==> src/hdl/cse_pkg.sv <==
// shared types and constants for the counting sort engine
package cse_pkg;

    localparam int KEY_W = 7;

    localparam logic OP_INSERT = 1'b0;
    localparam logic OP_POP    = 1'b1;

    typedef logic [1:0] t_rd_sel;

    localparam t_rd_sel RD_KEY      = 2'd0;
    localparam t_rd_sel RD_PTR      = 2'd1;
    localparam t_rd_sel RD_PTR_NEXT = 2'd2;

    typedef struct packed {
        logic    clr_wr;
        logic    key_cap;
        logic    ins_wr;
        logic    pop_wr;
        logic    ptr_inc;
        logic    out_load;
        logic    out_empty;
        t_rd_sel rd_sel;
    } t_cmd;

    typedef struct packed {
        logic total_zero;
        logic full;
        logic in_range;
        logic rdata_zero;
        logic clr_last;
        logic out_free;
    } t_sts;

endpackage

==> src/hdl/counting_sort_engine_core.sv <==
// insert: bin read, then write back; a dropped insert is not stored
// pop: read bin, skip empty bins with the scan pointer, decrement, load result;
// an empty pop loads an empty result; one transaction at a time, set by the
// single read-modify-write ram port; the result register holds a pop result
// while the next transaction is taken; reset: synchronous active low, then a
// clearing pass zeroes the bin ram, with input stall high throughout
module counting_sort_engine_core import cse_pkg::*; #(
    parameter int KEY_RANGE = 128,
    parameter int MAX_ITEMS = 65536
) (
    input  logic             i_clk,
    input  logic             i_rst_n,
    input  logic             i_valid,
    output logic             o_stall,
    input  logic             i_op,
    input  logic [KEY_W-1:0] i_key,
    output logic             o_valid,
    input  logic             i_stall,
    output logic [KEY_W-1:0] o_sorted_key,
    output logic             o_empty_res,
    output logic             o_last
);

    t_cmd cmd;
    t_sts sts;

    cse_ctrl u_ctrl (
        .i_clk   (i_clk),
        .i_rst_n (i_rst_n),
        .i_valid (i_valid),
        .i_op    (i_op),
        .o_stall (o_stall),
        .i_sts   (sts),
        .o_cmd   (cmd)
    );

    cse_dpath #(
        .KEY_RANGE (KEY_RANGE),
        .MAX_ITEMS (MAX_ITEMS)
    ) u_dpath (
        .i_clk        (i_clk),
        .i_rst_n      (i_rst_n),
        .i_cmd        (cmd),
        .o_sts        (sts),
        .i_key        (i_key),
        .i_out_stall  (i_stall),
        .o_valid      (o_valid),
        .o_sorted_key (o_sorted_key),
        .o_empty_res  (o_empty_res),
        .o_last       (o_last)
    );

endmodule

==> src/hdl/cse_ram.sv <==
// generic single write port ram with registered read
module cse_ram #(
    parameter int WIDTH = 17,
    parameter int DEPTH = 128
) (
    input  logic                     i_clk,
    input  logic                     i_we,
    input  logic [$clog2(DEPTH)-1:0] i_waddr,
    input  logic [WIDTH-1:0]         i_wdata,
    input  logic [$clog2(DEPTH)-1:0] i_raddr,
    output logic [WIDTH-1:0]         o_rdata
);

    logic [WIDTH-1:0] r_mem [DEPTH];
    logic [WIDTH-1:0] r_rdata;

    always_ff @(posedge i_clk) begin
        if (i_we) begin
            r_mem[i_waddr] <= i_wdata;
        end
        r_rdata <= r_mem[i_raddr];
    end

    assign o_rdata = r_rdata;

endmodule

==> src/hdl/cse_dpath.sv <==
// datapath: bin count ram, scan pointer, item total, clear counter and result register
module cse_dpath import cse_pkg::*; #(
    parameter int KEY_RANGE = 128,
    parameter int MAX_ITEMS = 65536
) (
    input  logic             i_clk,
    input  logic             i_rst_n,
    input  t_cmd             i_cmd,
    output t_sts             o_sts,
    input  logic [KEY_W-1:0] i_key,
    input  logic             i_out_stall,
    output logic             o_valid,
    output logic [KEY_W-1:0] o_sorted_key,
    output logic             o_empty_res,
    output logic             o_last
);

    localparam int AW = $clog2(KEY_RANGE);
    localparam int CW = $clog2(MAX_ITEMS + 1);

    logic [AW-1:0]    r_ptr, n_ptr;
    logic [AW-1:0]    r_key;
    logic [AW-1:0]    r_clr;
    logic [CW-1:0]    r_total, n_total;
    logic             r_out_valid;
    logic [KEY_W-1:0] r_sorted_key;
    logic             r_empty;
    logic             r_last;

    logic             ram_we;
    logic [AW-1:0]    ram_waddr;
    logic [CW-1:0]    ram_wdata;
    logic [AW-1:0]    ram_raddr;
    logic [CW-1:0]    ram_rdata;
    logic [AW-1:0]    key_idx;

    assign key_idx = AW'(i_key);

    cse_ram #(
        .WIDTH (CW),
        .DEPTH (KEY_RANGE)
    ) u_bins (
        .i_clk   (i_clk),
        .i_we    (ram_we),
        .i_waddr (ram_waddr),
        .i_wdata (ram_wdata),
        .i_raddr (ram_raddr),
        .o_rdata (ram_rdata)
    );

    always_comb begin
        case (i_cmd.rd_sel)
            RD_KEY:      ram_raddr = key_idx;
            RD_PTR:      ram_raddr = r_ptr;
            RD_PTR_NEXT: ram_raddr = r_ptr + AW'(1);
            default:     ram_raddr = r_ptr;
        endcase
    end

    always_comb begin
        ram_we    = i_cmd.clr_wr | i_cmd.ins_wr | i_cmd.pop_wr;
        ram_waddr = r_ptr;
        ram_wdata = ram_rdata - CW'(1);
        if (i_cmd.clr_wr) begin
            ram_waddr = r_clr;
            ram_wdata = '0;
        end else if (i_cmd.ins_wr) begin
            ram_waddr = r_key;
            ram_wdata = ram_rdata + CW'(1);
        end
    end

    always_comb begin
        n_ptr = r_ptr;
        if (i_cmd.ins_wr && (r_key < r_ptr)) begin
            n_ptr = r_key;
        end else if (i_cmd.ptr_inc) begin
            n_ptr = r_ptr + AW'(1);
        end
        n_total = r_total;
        if (i_cmd.ins_wr) begin
            n_total = r_total + CW'(1);
        end else if (i_cmd.pop_wr) begin
            n_total = r_total - CW'(1);
        end
    end

    always_ff @(posedge i_clk) begin
        if (!i_rst_n) begin
            r_ptr       <= '0;
            r_total     <= '0;
            r_clr       <= '0;
            r_out_valid <= 1'b0;
        end else begin
            r_ptr   <= n_ptr;
            r_total <= n_total;
            if (i_cmd.clr_wr) begin
                r_clr <= r_clr + AW'(1);
            end
            if (i_cmd.out_load) begin
                r_out_valid <= 1'b1;
            end else if (!i_out_stall) begin
                r_out_valid <= 1'b0;
            end
        end
    end

    always_ff @(posedge i_clk) begin
        if (i_cmd.key_cap) begin
            r_key <= key_idx;
        end
        if (i_cmd.out_load) begin
            r_sorted_key <= i_cmd.out_empty ? '0 : KEY_W'(r_ptr);
            r_empty      <= i_cmd.out_empty;
            r_last       <= ~i_cmd.out_empty & (r_total == '0);
        end
    end

    always_comb begin
        o_sts.total_zero = (r_total == '0);
        o_sts.full       = (r_total == CW'(MAX_ITEMS));
        o_sts.in_range   = (32'(i_key) < 32'(KEY_RANGE));
        o_sts.rdata_zero = (ram_rdata == '0);
        o_sts.clr_last   = (r_clr == AW'(KEY_RANGE - 1));
        o_sts.out_free   = ~r_out_valid | ~i_out_stall;
    end

    assign o_valid      = r_out_valid;
    assign o_sorted_key = r_sorted_key;
    assign o_empty_res  = r_empty;
    assign o_last       = r_last;

endmodule

==> src/hdl/cse_ctrl.sv <==
// controller state machine: clear pass, insert read-modify-write, pop scan
module cse_ctrl import cse_pkg::*; (
    input  logic i_clk,
    input  logic i_rst_n,
    input  logic i_valid,
    input  logic i_op,
    output logic o_stall,
    input  t_sts i_sts,
    output t_cmd o_cmd
);

    localparam logic [2:0] S_CLEAR = 3'd0;
    localparam logic [2:0] S_IDLE  = 3'd1;
    localparam logic [2:0] S_INS   = 3'd2;
    localparam logic [2:0] S_CHK   = 3'd3;
    localparam logic [2:0] S_OUT   = 3'd4;

    logic [2:0] r_state, n_state;
    logic       r_empty, n_empty;
    logic       accept;

    assign o_stall = (r_state != S_IDLE);
    assign accept  = i_valid & ~o_stall;

    always_comb begin
        n_state = r_state;
        n_empty = r_empty;
        o_cmd   = '0;
        o_cmd.rd_sel = RD_PTR;
        case (r_state)
            S_CLEAR: begin
                o_cmd.clr_wr = 1'b1;
                if (i_sts.clr_last) begin
                    n_state = S_IDLE;
                end
            end
            S_IDLE: begin
                if (accept) begin
                    if (i_op == OP_INSERT) begin
                        if (i_sts.in_range && !i_sts.full) begin
                            o_cmd.key_cap = 1'b1;
                            o_cmd.rd_sel  = RD_KEY;
                            n_state       = S_INS;
                        end
                    end else if (i_sts.total_zero) begin
                        n_empty = 1'b1;
                        n_state = S_OUT;
                    end else begin
                        n_empty = 1'b0;
                        n_state = S_CHK;
                    end
                end
            end
            S_INS: begin
                o_cmd.ins_wr = 1'b1;
                n_state      = S_IDLE;
            end
            S_CHK: begin
                if (i_sts.rdata_zero) begin
                    o_cmd.ptr_inc = 1'b1;
                    o_cmd.rd_sel  = RD_PTR_NEXT;
                end else begin
                    o_cmd.pop_wr = 1'b1;
                    n_state      = S_OUT;
                end
            end
            S_OUT: begin
                o_cmd.out_empty = r_empty;
                if (i_sts.out_free) begin
                    o_cmd.out_load = 1'b1;
                    n_state        = S_IDLE;
                end
            end
            default: begin
                n_state = S_IDLE;
            end
        endcase
    end

    always_ff @(posedge i_clk) begin
        if (!i_rst_n) begin
            r_state <= S_CLEAR;
            r_empty <= 1'b0;
        end else begin
            r_state <= n_state;
            r_empty <= n_empty;
        end
    end

endmodule

==> config.mk <==
export PLATFORM = sky130hd
export DESIGN_NAME = counting_sort_engine_core
export DESIGN_NICKNAME = d
export VERILOG_FILES = /design/src/hdl/cse_pkg.sv /design/src/hdl/counting_sort_engine_core.sv /design/src/hdl/cse_ram.sv /design/src/hdl/cse_dpath.sv /design/src/hdl/cse_ctrl.sv
export SDC_FILE = /design/constraint.sdc
export NUM_CORES = 2
export LEC_CHECK = 0
export BUFFER_PORTS_ARGS = -buffer_cell sky130_fd_sc_hd__buf_2
export CAP_MARGIN = 20
export CORE_MARGIN = 8
export CORE_UTILIZATION = 60
export DETAILED_ROUTE_END_ITERATION = 16
export PLACE_DENSITY = 0.76
export SYNTH_ARGS = -nofsm -noshare
export SYNTH_HDL_FRONTEND = slang
export SYNTH_SLANG_ARGS = --single-unit
export TNS_END_PERCENT = 20
==> constraint.sdc <==
create_clock -name i_clk -period 14.4 [get_ports i_clk]
set_clock_uncertainty 0.1 [all_clocks]
set_input_delay 2.16 -clock i_clk [delete_from_list [all_inputs] [get_ports i_clk]]
set_output_delay 2.16 -clock i_clk [all_outputs]
set_load 0.01 [all_outputs]
==> flow_metrics.py <==
metrics = {
    "outcome": {
        "status": "completed",
    },
    "pwr": {
        "ir_drop_mv": 0.0986,
        "seqPwrFrac_pct": 55.4,
        "swShare_pct": 19.3,
        "pwr_density_cell_nw_per_um2": 131,
        "p_clk_share_pct": 43.6,
        "power.internal_uw": 10300,
        "comb_power_share_pct": 1.0,
        "p_leak_uw": 0.0323,
        "switching_power_uw": 2470,
    },
    "global_routing": {
        "grt_pass1_wl_um": 314000,
        "overflow": 0,
        "grt_pass1_vias": 45467,
        "grt.total_usage_pct": 27.2,
        "antenna_found_initial": 4,
        "grt_max_degree": 127,
    },
    "hold_path": {
        "hold_start": "u_dpath.r_total[10]",
        "min_to": "u_dpath.r_total[10]",
        "hp-class": "reg -> reg",
        "min_path_cells": 2,
    },
    "placed_design": {
        "dp.cells": 6444,
        "gp_congestion": 0.847,
        "io_buffers": 22,
        "dpl.hpwl_um": 121000,
    },
    "logic_synthesis": {
        "synthCells": 4547,
        "syn_nets": 4599,
        "syn_area_per_cell_um2": 19.3,
        "synth_edf_count": 2192,
        "synth_seq_cells": 2245,
        "syn_area_um2": 87500,
        "synth-async-reset-ratio_pct": 0,
        "ys.flop_type": "edfxtp_1",
        "netlist-cell-type-count": 64,
        "ys_warn_count": 0,
        "ys_seq_area_share_pct": 76.4,
    },
    "worst_setup_path": {
        "worstPathCellList": "nor4_1 > and3_1 > nand2_1 > nand2_1 > o221a_4 > buf_4 > buf_4 > mux4_2 > a22oi_1 > a21oi_1 > a221oi_1 > nand3_1",
        "cp.arrival_ns": 7.90,
        "critical_path.startpoint_type": "flip-flop",
        "critical_path_class": "reg -> reg",
        "timing.rr.start": "u_dpath.u_bins.o_rdata[0]",
        "crit_path_start": "u_dpath.u_bins.o_rdata[0]",
        "cp-end-kind": "flip-flop",
        "slowest_stage": "a221oi_1",
        "cp.required_ns": 14.97,
        "ff2ff_path_depth": 12,
        "r2r_setup_slack_ns": 7.07,
        "cp_max_fo": 64,
        "r2r-end": "u_dpath.u_bins.o_rdata[12]",
        "cpPeakStageDelay_ns": 0.92,
    },
    "clocking": {
        "cts_root_buf": "clkbuf_16",
        "clk_pin_slew_worst_paths_ns": 0.06,
        "cts.htree.levels": 4,
        "insertion_delay_ns": 0.84,
        "cts_tree": "done",
        "post-cts-setup-buffers": 0,
        "postCtsResizedCells": 0,
        "clock-sinks": 2245,
        "clockBufferDepth": 3,
        "hold_buffers": 0,
        "numCtsBuffers": 212,
    },
    "sta": {
        "hold_violations": 0,
        "slew_violations": 0,
        "rsz0062_at_grt": "no",
        "finalSetupViolations": 0,
        "slew_headroom_pct": 3.41,
        "fin_setup_tns_ns": 0,
        "worstMarginPinSlew_ns": 1.45,
        "fin_crit_sh_pct": 50.9,
        "period_needed_ns": 7.33,
        "max_freq_ghz": 0.136,
    },
    "detailed_routing": {
        "drc": 0,
        "viasPerCell": 6.85,
        "initialDrtViolationCount": 6580,
        "antenna_left": 0,
        "routed_wl_um": 218000,
        "num_vias": 46945,
        "firstDrtPassIters": 6,
        "wl_per_cell_um": 31.8,
    },
    "flow_run": {
        "drv_cap": 0,
    },
    "layout": {
        "final_common_cell": "edfxtp_1",
        "stdcell_count": 6849,
        "final_nets": 4802,
        "final_cell_mix": "2,192 x edfxtp_1, 442 x mux4_2, 382 x nand2_1, 217 x clkbuf_16, 192 x buf_4",
        "areaGrowthSynthToFinish_pct": 11.8,
        "drive_gt1_share_pct": 21.4,
    },
    "floorplan": {
        "core_area_um2": 145000,
        "io_pins": 23,
        "die_w_um": 398,
        "initial_utilization_pct": 60.3,
        "die_area_um2": 158000,
        "num_rows": 140,
        "fp.dieH_um": 398,
    },
}
state kept, by name (all words and copies together), names as in the netlist, 3 cells and up:
signal,count
u_ctrl.r_state,3
u_dpath.o_sorted_key,7
u_dpath.r_clr,7
u_dpath.r_key,7
u_dpath.r_ptr,7
u_dpath.r_total,17
u_dpath.u_bins.o_rdata,17
u_dpath.u_bins.r_mem,2176
area by class of cell:
type	count	area [um^2]
Sequential cell	2245	66900
Inverter	22	82.6
Clock inverter	127	1260
Fill cell	8808	47300
Clock buffer	268	5720
Tap cell	1917	2400
Antenna cell	1	2.50
Timing Repair Buffer	231	1870
Multi-Input combinational cell	2038	19700
metrics by stage:
stage	worst slack [ns]	total power [uW]	cell area, um^2	hold slack, ns	utilization [%]
floorplan	5.06	7300	87500	0.348	-
global placement	6.38	7360	90700	0.357	62.5
detailed placement	6.37	7360	90800	0.366	62.5
CTS	7.26	12900	97700	0.375	67.3
global route	7.02	13100	97900	0.401	67.4
finish	7.07	12800	97900	0.374	67.4
kinds of logic after synthesis:
kind of cell,share of synthesized area (%)
mux,12.8
buf+inv,1.44
compound gates,3.93
fa+ha+maj,0.589
xor+xnor,0.310
flops,76.4
simple gates,4.53
power by group through the flow:
stage | logic [uW] | registers [uW] | clock network [uW]
after CTS | 125 | 7100 | 5630
after global placement | 121 | 7240 | 0
final | 128 | 7100 | 5580
after floorplan | 71.0 | 7230 | 0
after detailed placement | 123 | 7240 | 0
after global routing | 135 | 7090 | 5880
layer usage:
metal  global-route usage (%)  wire length [um]  vias to the layer above
met5                        0                42                        -
met4                     10.3              8750                        6
met3                     5.94             24800                      428
met2                     41.8            102000                     3306
met1                     38.9             81800                    24207
li1                         -                 -                    18998
how the worst max path moves through the flow:
stage | to | slack (ns) | cells past startpoint
6_report | u_dpath.u_bins.o_rdata[12] | 7.07 | 12
5_1_grt | u_dpath.u_bins.o_rdata[12] | 7.02 | 12
4_1_cts | u_dpath.u_bins.o_rdata[12] | 7.26 | 12
3_5_place_dp | u_dpath.u_bins.o_rdata[12] | 6.37 | 12
3_3_place_gp | u_dpath.u_bins.o_rdata[12] | 6.38 | 12
2_1_floorplan | u_dpath.u_bins.r_mem[0][11] | 5.06 | 11
synthesized netlist by cell type, types with 3 or more instances:
| cell type | count | area, um^2 |
|---|---|---|
| a211oi_1 | 8 | 60.1 |
| a21boi_0 | 20 | 150 |
| a21o_1 | 21 | 158 |
| a21oi_1 | 118 | 591 |
| a221oi_1 | 33 | 289 |
| a22oi_1 | 170 | 1280 |
| a32oi_1 | 34 | 298 |
| a41oi_1 | 3 | 26.3 |
| and3_1 | 10 | 62.6 |
| buf_1 | 13 | 48.8 |
| buf_2 | 107 | 536 |
| buf_4 | 14 | 105 |
| buf_6 | 11 | 124 |
| clkbuf_1 | 97 | 364 |
| dfxtp_1 | 53 | 1060 |
| edfxtp_1 | 2192 | 65800 |
| ha_1 | 38 | 475 |
| inv_1 | 21 | 78.8 |
| mux2i_1 | 126 | 1260 |
| mux4_2 | 442 | 9950 |
| nand2_1 | 382 | 1430 |
| nand3_1 | 191 | 956 |
| nand4_1 | 23 | 144 |
| nor2_1 | 211 | 792 |
| nor2b_1 | 6 | 37.5 |
| nor3_1 | 37 | 185 |
| nor3_2 | 8 | 80.1 |
| nor3b_1 | 3 | 22.5 |
| nor4_1 | 7 | 43.8 |
| o211ai_1 | 10 | 75.1 |
| o21ai_0 | 34 | 170 |
| o21ba_2 | 3 | 30.0 |
| o21bai_1 | 5 | 37.5 |
| o22ai_1 | 18 | 113 |
| o31ai_1 | 3 | 22.5 |
| o32ai_1 | 3 | 26.3 |
| or3_1 | 8 | 50.1 |
| xnor2_1 | 19 | 166 |
| xor2_1 | 12 | 105 |
worst max-delay path: cells and delay by family (launching register included):
| kind | cells | cell delay, ns |
|---|---|---|
| AO/OA/AOI/OAI | 4 | 2.43 |
| buffers and inverters | 2 | 1.68 |
| flip-flops | 1 | 0.38 |
| multiplexers | 1 | 0.41 |
| AND/OR/NAND/NOR | 5 | 2.00 |
No activity file was read; power rests on OpenSTA's default activity.
